<file path="src/rtl/rgbser_pkg.sv">
// Shared types, constants and helpers for the RGB LED one-wire serializer.
`default_nettype none

package rgbser_pkg;

    // Field widths
    localparam int unsigned COLOR_W = 24;
    localparam int unsigned LEDS_W  = 10;
    localparam int unsigned TICK_W  = 16;
    localparam int unsigned BIT_W   = 5;
    localparam int unsigned CFG_IDX_W  = 3;
    localparam int unsigned CFG_DATA_W = 16;

    // Bits sent per LED
    localparam logic [BIT_W-1:0] BITS_PER_LED = 5'd24;

    // Default LED count limit
    localparam int MAX_LEDS_DEF = 1023;

    // Register reset values
    localparam logic [7:0]  ONE_HIGH_RST  = 8'd14;
    localparam logic [7:0]  ONE_LOW_RST   = 8'd12;
    localparam logic [7:0]  ZERO_HIGH_RST = 8'd7;
    localparam logic [7:0]  ZERO_LOW_RST  = 8'd16;
    localparam logic [15:0] LATCH_RST     = 16'd2000;

    // Register indexes
    typedef enum logic [CFG_IDX_W-1:0] {
        REG_ONE_HIGH  = 3'd0,
        REG_ONE_LOW   = 3'd1,
        REG_ZERO_HIGH = 3'd2,
        REG_ZERO_LOW  = 3'd3,
        REG_LATCH     = 3'd4
    } t_reg_idx;

    // Timing registers seen by the core
    typedef struct packed {
        logic [7:0]  one_high;
        logic [7:0]  one_low;
        logic [7:0]  zero_high;
        logic [7:0]  zero_low;
        logic [15:0] latch;
    } t_cfg;

    // One result item
    typedef struct packed {
        logic line_level;
        logic busy_res;
        logic frame_done;
        logic start_rejected;
    } t_result;

    // 0xRRGGBB -> transmit order 0xGGRRBB
    function automatic logic [COLOR_W-1:0] grb_order(input logic [COLOR_W-1:0] rgb);
        return {rgb[15:8], rgb[23:16], rgb[7:0]};
    endfunction

endpackage

`default_nettype wire

</file>
<file path="src/rtl/rgbser_core.sv">
// Serializer state machine: one tick item in, one line/status result out.
`default_nettype none

module rgbser_core #(
    parameter int MAX_LEDS = rgbser_pkg::MAX_LEDS_DEF
) (
    input  wire                               i_clk,
    input  wire                               i_rst_n,
    input  wire                               i_accept,
    input  wire                               i_command,
    input  wire  [rgbser_pkg::COLOR_W-1:0]    i_color,
    input  wire  [rgbser_pkg::LEDS_W-1:0]     i_led_count,
    input  rgbser_pkg::t_cfg                  i_cfg,
    output rgbser_pkg::t_result               o_result
);
    import rgbser_pkg::*;

    typedef enum logic [1:0] {
        PH_IDLE  = 2'd0,
        PH_SEND  = 2'd1,
        PH_LATCH = 2'd2
    } t_phase;

    localparam int CMP_W = 17;

    t_phase              r_phase,  n_phase;
    logic [COLOR_W-1:0]  r_held,   n_held;
    logic [COLOR_W-1:0]  r_shift,  n_shift;
    logic [BIT_W-1:0]    r_bit,    n_bit;
    logic [LEDS_W-1:0]   r_leds,   n_leds;
    logic [TICK_W-1:0]   r_tick,   n_tick;

    logic [7:0]          hi, lo;
    logic [8:0]          bit_total;
    logic [TICK_W-1:0]   tick_inc;
    logic [TICK_W-1:0]   latch_total;
    logic [BIT_W-1:0]    bit_next;
    logic [LEDS_W-1:0]   leds_dec;
    logic [LEDS_W-1:0]   count_sat;

    // A timing value of zero counts as one tick
    function automatic logic [7:0] nz8(input logic [7:0] v);
        return (v == 8'd0) ? 8'd1 : v;
    endfunction

    // Per-tick datapath
    always_comb begin
        n_phase  = r_phase;
        n_held   = r_held;
        n_shift  = r_shift;
        n_bit    = r_bit;
        n_leds   = r_leds;
        n_tick   = r_tick;
        o_result = '0;

        hi          = r_shift[COLOR_W-1] ? nz8(i_cfg.one_high) : nz8(i_cfg.zero_high);
        lo          = r_shift[COLOR_W-1] ? nz8(i_cfg.one_low)  : nz8(i_cfg.zero_low);
        bit_total   = {1'b0, hi} + {1'b0, lo};
        tick_inc    = r_tick + 16'd1;
        latch_total = (i_cfg.latch == 16'd0) ? 16'd1 : i_cfg.latch;
        bit_next    = r_bit + 5'd1;
        leds_dec    = (r_leds != '0) ? r_leds - 10'd1 : '0;
        count_sat   = ({7'b0, i_led_count} > CMP_W'(MAX_LEDS)) ?
                      LEDS_W'(MAX_LEDS) : i_led_count;

        if (i_accept) begin
            unique case (r_phase)
                PH_SEND: begin
                    o_result.busy_res       = 1'b1;
                    o_result.line_level     = (r_tick < {8'b0, hi});
                    o_result.start_rejected = i_command;
                    n_tick = tick_inc;
                    if (tick_inc >= {7'b0, bit_total}) begin
                        n_tick  = '0;
                        n_shift = {r_shift[COLOR_W-2:0], 1'b0};
                        n_bit   = bit_next;
                        if (bit_next >= BITS_PER_LED) begin
                            n_bit  = '0;
                            n_leds = leds_dec;
                            if (leds_dec == '0) begin
                                n_phase = PH_LATCH;
                            end else begin
                                n_shift = grb_order(r_held);
                            end
                        end
                    end
                end
                PH_LATCH: begin
                    o_result.busy_res       = 1'b1;
                    o_result.start_rejected = i_command;
                    n_tick = tick_inc;
                    if (tick_inc >= latch_total) begin
                        n_tick              = '0;
                        o_result.frame_done = 1'b1;
                        n_phase             = PH_IDLE;
                    end
                end
                default: begin
                    // idle, and the unused code
                    n_phase = PH_IDLE;
                    if (i_command) begin
                        o_result.busy_res = 1'b1;
                        n_held  = i_color;
                        n_shift = grb_order(i_color);
                        n_bit   = '0;
                        n_tick  = '0;
                        n_leds  = count_sat;
                        n_phase = (count_sat == '0) ? PH_LATCH : PH_SEND;
                    end
                end
            endcase
        end
    end

    // State registers
    always_ff @(posedge i_clk) begin
        if (!i_rst_n) begin
            r_phase <= PH_IDLE;
            r_held  <= '0;
            r_shift <= '0;
            r_bit   <= '0;
            r_leds  <= '0;
            r_tick  <= '0;
        end else begin
            r_phase <= n_phase;
            r_held  <= n_held;
            r_shift <= n_shift;
            r_bit   <= n_bit;
            r_leds  <= n_leds;
            r_tick  <= n_tick;
        end
    end

endmodule

`default_nettype wire

</file>
<file path="src/rtl/rgb_led_one_wire_serializer_top.sv">
// Top level: timing registers, serializer core and two-entry result buffer.
// Each tick result is registered into the result buffer when its item is accepted.
// Throughput: one tick item per cycle; the two-entry result buffer keeps
// input acceptance going while one result waits on output stall.
// Input stall rises only when both result entries are full.
// Reset (synchronous, active low) idles the serializer, empties the buffer and
// loads the timing registers with their defaults.
`default_nettype none

module rgb_led_one_wire_serializer_top #(
    parameter int MAX_LEDS = rgbser_pkg::MAX_LEDS_DEF
) (
    input  wire                                 i_clk,
    input  wire                                 i_rst_n,
    // tick items in
    input  wire                                 i_valid,
    output logic                                o_stall,
    input  wire                                 i_command,
    input  wire  [rgbser_pkg::COLOR_W-1:0]      i_color,
    input  wire  [rgbser_pkg::LEDS_W-1:0]       i_led_count,
    // results out
    output logic                                o_valid,
    input  wire                                 i_stall,
    output logic                                o_line_level,
    output logic                                o_busy_res,
    output logic                                o_frame_done,
    output logic                                o_start_rejected,
    // register writes
    input  wire                                 i_cfg_valid,
    output logic                                o_cfg_ready,
    input  wire  [rgbser_pkg::CFG_IDX_W-1:0]    i_cfg_index,
    input  wire  [rgbser_pkg::CFG_DATA_W-1:0]   i_cfg_data
);
    import rgbser_pkg::*;

    t_cfg       r_cfg;
    t_result    core_res;
    t_result    r_buf [2];
    logic       r_wr_ptr, r_rd_ptr;
    logic [1:0] r_count;
    logic       in_accept, out_accept;

    assign o_cfg_ready = 1'b1;
    assign o_stall     = (r_count == 2'd2);
    assign in_accept   = i_valid && !o_stall;
    assign out_accept  = o_valid && !i_stall;

    // Timing registers
    always_ff @(posedge i_clk) begin
        if (!i_rst_n) begin
            r_cfg.one_high  <= ONE_HIGH_RST;
            r_cfg.one_low   <= ONE_LOW_RST;
            r_cfg.zero_high <= ZERO_HIGH_RST;
            r_cfg.zero_low  <= ZERO_LOW_RST;
            r_cfg.latch     <= LATCH_RST;
        end else if (i_cfg_valid && o_cfg_ready) begin
            unique case (i_cfg_index)
                REG_ONE_HIGH:  r_cfg.one_high  <= i_cfg_data[7:0];
                REG_ONE_LOW:   r_cfg.one_low   <= i_cfg_data[7:0];
                REG_ZERO_HIGH: r_cfg.zero_high <= i_cfg_data[7:0];
                REG_ZERO_LOW:  r_cfg.zero_low  <= i_cfg_data[7:0];
                REG_LATCH:     r_cfg.latch     <= i_cfg_data;
                default: ;
            endcase
        end
    end

    rgbser_core #(
        .MAX_LEDS (MAX_LEDS)
    ) u_core (
        .i_clk       (i_clk),
        .i_rst_n     (i_rst_n),
        .i_accept    (in_accept),
        .i_command   (i_command),
        .i_color     (i_color),
        .i_led_count (i_led_count),
        .i_cfg       (r_cfg),
        .o_result    (core_res)
    );

    // Result buffer data
    always_ff @(posedge i_clk) begin
        if (in_accept) begin
            r_buf[r_wr_ptr] <= core_res;
        end
    end

    // Result buffer pointers and fill
    always_ff @(posedge i_clk) begin
        if (!i_rst_n) begin
            r_wr_ptr <= 1'b0;
            r_rd_ptr <= 1'b0;
            r_count  <= 2'd0;
        end else begin
            if (in_accept)  r_wr_ptr <= ~r_wr_ptr;
            if (out_accept) r_rd_ptr <= ~r_rd_ptr;
            case ({in_accept, out_accept})
                2'b10:   r_count <= r_count + 2'd1;
                2'b01:   r_count <= r_count - 2'd1;
                default: r_count <= r_count;
            endcase
        end
    end

    assign o_valid          = (r_count != 2'd0);
    assign o_line_level     = r_buf[r_rd_ptr].line_level;
    assign o_busy_res       = r_buf[r_rd_ptr].busy_res;
    assign o_frame_done     = r_buf[r_rd_ptr].frame_done;
    assign o_start_rejected = r_buf[r_rd_ptr].start_rejected;

endmodule

`default_nettype wire

</file>
<file path="config.mk">
export PLATFORM = sky130hd
export DESIGN_NAME = rgb_led_one_wire_serializer_top
export DESIGN_NICKNAME = d
export VERILOG_FILES = /design/src/rtl/rgbser_pkg.sv /design/src/rtl/rgbser_core.sv /design/src/rtl/rgb_led_one_wire_serializer_top.sv
export SDC_FILE = /design/constraint.sdc
export NUM_CORES = 1
export LEC_CHECK = 0
export ABC_AREA = 1
export BUFFER_PORTS_ARGS = -buffer_cell sky130_fd_sc_hd__buf_2
export CAP_MARGIN = 40
export CORE_MARGIN = 1.5
export CORE_UTILIZATION = 50
export CTS_BUF_LIST = sky130_fd_sc_hd__clkbuf_8
export DETAILED_ROUTE_END_ITERATION = 8
export PLACE_DENSITY = 0.75
export SLEW_MARGIN = 30
export SYNTH_ARGS = -nofsm -noshare
export SYNTH_HDL_FRONTEND = slang
export SYNTH_HIERARCHICAL = 1
export SYNTH_SLANG_ARGS = --single-unit
</file>
<file path="constraint.sdc">
create_clock -name i_clk -period 4 [get_ports i_clk]
set_clock_uncertainty 0.15 [all_clocks]
set_input_delay 0.2 -clock i_clk [delete_from_list [all_inputs] [get_ports i_clk]]
set_output_delay 0.2 -clock i_clk [all_outputs]
set_load 0.005 [all_outputs]
</file>
==> results.yml <==
synthesis:
  synthTopCellsByArea: "dfxtp_1 32%, nand2_1 13%, nor2_1 8.5%, inv_1 8.2%, ha_1 7.0%"
  synth_edf_count: 8
  ys_ff_latch: 142
  seq_area_frac_synth: 0.346
  syn_area_um2: 8440
  synth_top_area_share: 0.318
  synthTopCellsByCount: "302 x nand2_1, 190 x nor2_1, 185 x inv_1"
  synthFlopType: "dfxtp_1"
  syn_inst: 1293
  syn_nets: 1400
  avgSynthCellArea_um2: 6.53
  yosys_warnings: 6
  ys_async_sr_fraction: 0
  synth_most_common_cell: "nand2_1"
  synth_top_area_cell: "dfxtp_1"
  synth_cell_types: 44
timing:
  maxSlewViolCount: 0
  timing.fmax_mhz: 258
  period_needed_ns: 3.87
  hold_ws_ns: 0.0744
  slew_headroom: 0.262
  min_period_over_period: 0.968
  setup_violations: 0
  hold_violations: 0
  tightest_slew_ns: 1.10
setup_path:
  endpoint: "u_core/r_shift[0]"
  crit_start: "r_cfg[22]"
  reg2reg_to: "u_core/r_shift[0]"
  path_class: "reg2reg"
  required_ns: 4.25
  r2r_setup_slack_ns: 0.13
  crit_fanout: 14
  cp.arrival_ns: 4.12
  end_kind: "flip-flop"
  r2r_cells: 24
  reg2reg_from: "r_cfg[22]"
  start_kind: "flip-flop"
floorplan:
  core-area_um2: 16500
  ios: 66
  initial_core_util: 0.511
  rows: 47
  dieWidth_um: 133
  die_area_um2: 17700
  dieHeight_um: 133
global_routing:
  grt_pass1_vias: 7594
  grt_max_degree: 77
  grt_pass1_wl_mm: 34.9
  grt_overflow: 0
  antenna_found_initial: 0
  grt_use_total: 0.241
job:
  drv_cap: 0
placement:
  io_buffers: 64
  dp_cells: 1539
  place_congestion: 0.931
  hpwl_mm: 14.1
route:
  ant_nets: 0
  wl_per_cell_um: 13.3
  wirelength_mm: 21.7
  drc: 0
  avgViaCountPerCell: 5.17
  drtPass1Iterations: 5
  drtIter0Drc: 704
  vias: 8458
cells_and_area:
  antennaDiodeCount: 0
  drive_above_1_share: 0.114
  nFillCells: 1496
  areaGrowthSynthToFinish_pct: 19.3
  layout.cells.non_filler: 1635
  nets: 1509
run_status:
  run_status: "finished, final reports clean"
cts:
  cts_tree: "yes"
  insertion_delay_ns: 0.47
  path_clk_slew_ns: 0.09
  cts_sinks: 142
  clock-root-buffer: "clkbuf_8"
  htree_levels: 4
  cts_buffer_depth: 2
  numCtsBuffers: 17
worst_hold_path:
  hp-class: "in2reg"
power_and_ir_drop:
  leakage_nw: 4.94
  ir_drop_uv: 260
  p_per_area_nw_per_um2: 505
placed cells by master, fill, tap and decap left out, types with 3 or more instances in the layout:
cell,Yosys,final
dfxtp_1,134,131
o21ai_0,71,68
edfxtp_1,8,8
clkbuf_8,0,19
clkinv_2,0,4
a21oi_2,0,3
xor2_1,8,8
ha_1,47,44
nand4_1,21,21
nor3_1,7,7
clkinvlp_4,0,3
nor2_1,190,189
nor2_4,3,3
nand2_2,5,4
mux2_2,4,4
o21ai_1,3,4
dlygate4sd3_1,0,56
xnor2_1,8,8
nand3_1,105,105
buf_2,7,63
clkbuf_16,0,3
o211ai_1,3,3
buf_4,5,15
inv_1,185,185
a21oi_1,98,95
inv_6,0,3
nor2_2,5,6
buf_6,6,3
nand2_1,302,301
nand3_2,4,3
nor4_1,7,5
worst max-delay path, stage by stage (launching register included):
cell       delay (ns)
dfxtp_2          0.34
nor4_2           0.26
a41oi_1          0.14
a21oi_1          0.21
ha_2             0.22
nand3_1          0.11
nand2_2          0.11
a21oi_1          0.07
o21bai_1         0.19
nand2_1          0.07
nand2_1          0.06
a21oi_1          0.07
xor2_1           0.15
ha_1             0.31
a21oi_2          0.16
o21a_1           0.13
nand2_1          0.05
nand2_1          0.06
nand2_1          0.06
nor2_2           0.15
nand3_4          0.16
nand2_8          0.16
clkbuf_16        0.19
a21oi_1          0.06
a21oi_1          0.17
final cells by class:
type	instances	area (um2)	share of cell area
clock buffer	19	262	0.0260
sequential	142	2930	0.291
clock inverter	13	138	0.0137
timing repair buffer	142	1130	0.112
inverter	189	709	0.0705
multi-input combinational	910	4620	0.459
tap	220	275	0.0273
cell families after synthesis:
kind of cell,count (synthesis),share of synthesized area
xor gates and xnor gates,17,0.0185
adders and majority gates,48,0.0721
and+or+nand+nor,654,0.327
muxes,4,0.00534
buffers and inverters,241,0.116
DFF,142,0.346
AOI/OAI and AO/OA,186,0.115
other,1,0.000444
layer usage:
layer  vias up  routed length (um)  share of wire  track usage
met5         -                   0              0            0
met4         0                 493          0.023        0.103
met3        40                1060          0.049       0.0395
met2       221               10100           0.46        0.398
met1      3878               10100           0.46        0.310
li1       4319                   -              -            -
report_power, final:
group	internal, mW	switching (mW)	leakage [nW]	total (mW)
Clock	0.588	0.583	0.199	1.17
Sequential	1.67	0.114	1.17	1.79
Combinational	0.785	1.34	3.57	2.13
what timing repair did:
action | in CTS | in global routing
hold buffers | 56 | 0
endpoints found under the hold margin | 109 | 0
gates resized for setup | 0 | 26
endpoints found under the setup margin | 0 | 57
setup buffers | 0 | 3
state kept, by name, indices dropped and copies added (netlist names), named ones only:
| name | count |
|---|---|
| u_core/r_leds | 10 |
| u_core/r_tick | 16 |
| r_buf | 8 |
| u_core/r_shift | 24 |
| r_rd_ptr | 1 |
| r_wr_ptr | 1 |
| r_cfg | 48 |
| u_core/r_phase | 2 |
| r_count | 2 |
| u_core/r_held | 24 |
| u_core/r_bit | 5 |
worst min path at each step:
| stage | from | end | slack [ns] | cells after the start |
|---|---|---|---|---|
| final | i_cfg_valid | r_cfg[37] | 0.07 | 5 |
| after global routing | i_led_count[3] | u_core/r_leds[3] | 0.07 | 5 |
| after CTS | i_led_count[3] | u_core/r_leds[3] | 0.03 | 5 |
| after detailed placement | i_cfg_data[8] | r_cfg[8] | 0.26 | 3 |
| after global placement | i_cfg_data[10] | r_cfg[10] | 0.25 | 3 |
| after floorplan | i_cfg_data[10] | r_cfg[10] | 0.16 | 2 |
metrics by stage:
| step | setup TNS, ns | power (mW) | cell area [um2] | util | setup WS, ns |
|---|---|---|---|---|---|
| after floorplan | 0 | 3.29 | 8440 | - | 0.413 |
| after global placement | 0 | 3.66 | 8890 | 0.538 | 0.178 |
| after detailed placement | 0 | 3.71 | 8890 | 0.538 | 0.0551 |
| after CTS | 0 | 4.92 | 9850 | 0.596 | 0.00929 |
| after global routing | -1.71 | 5.47 | 10100 | 0.609 | -0.0750 |
| final | 0 | 5.09 | 10100 | 0.609 | 0.130 |
Power figures use the tool's default switching activity.
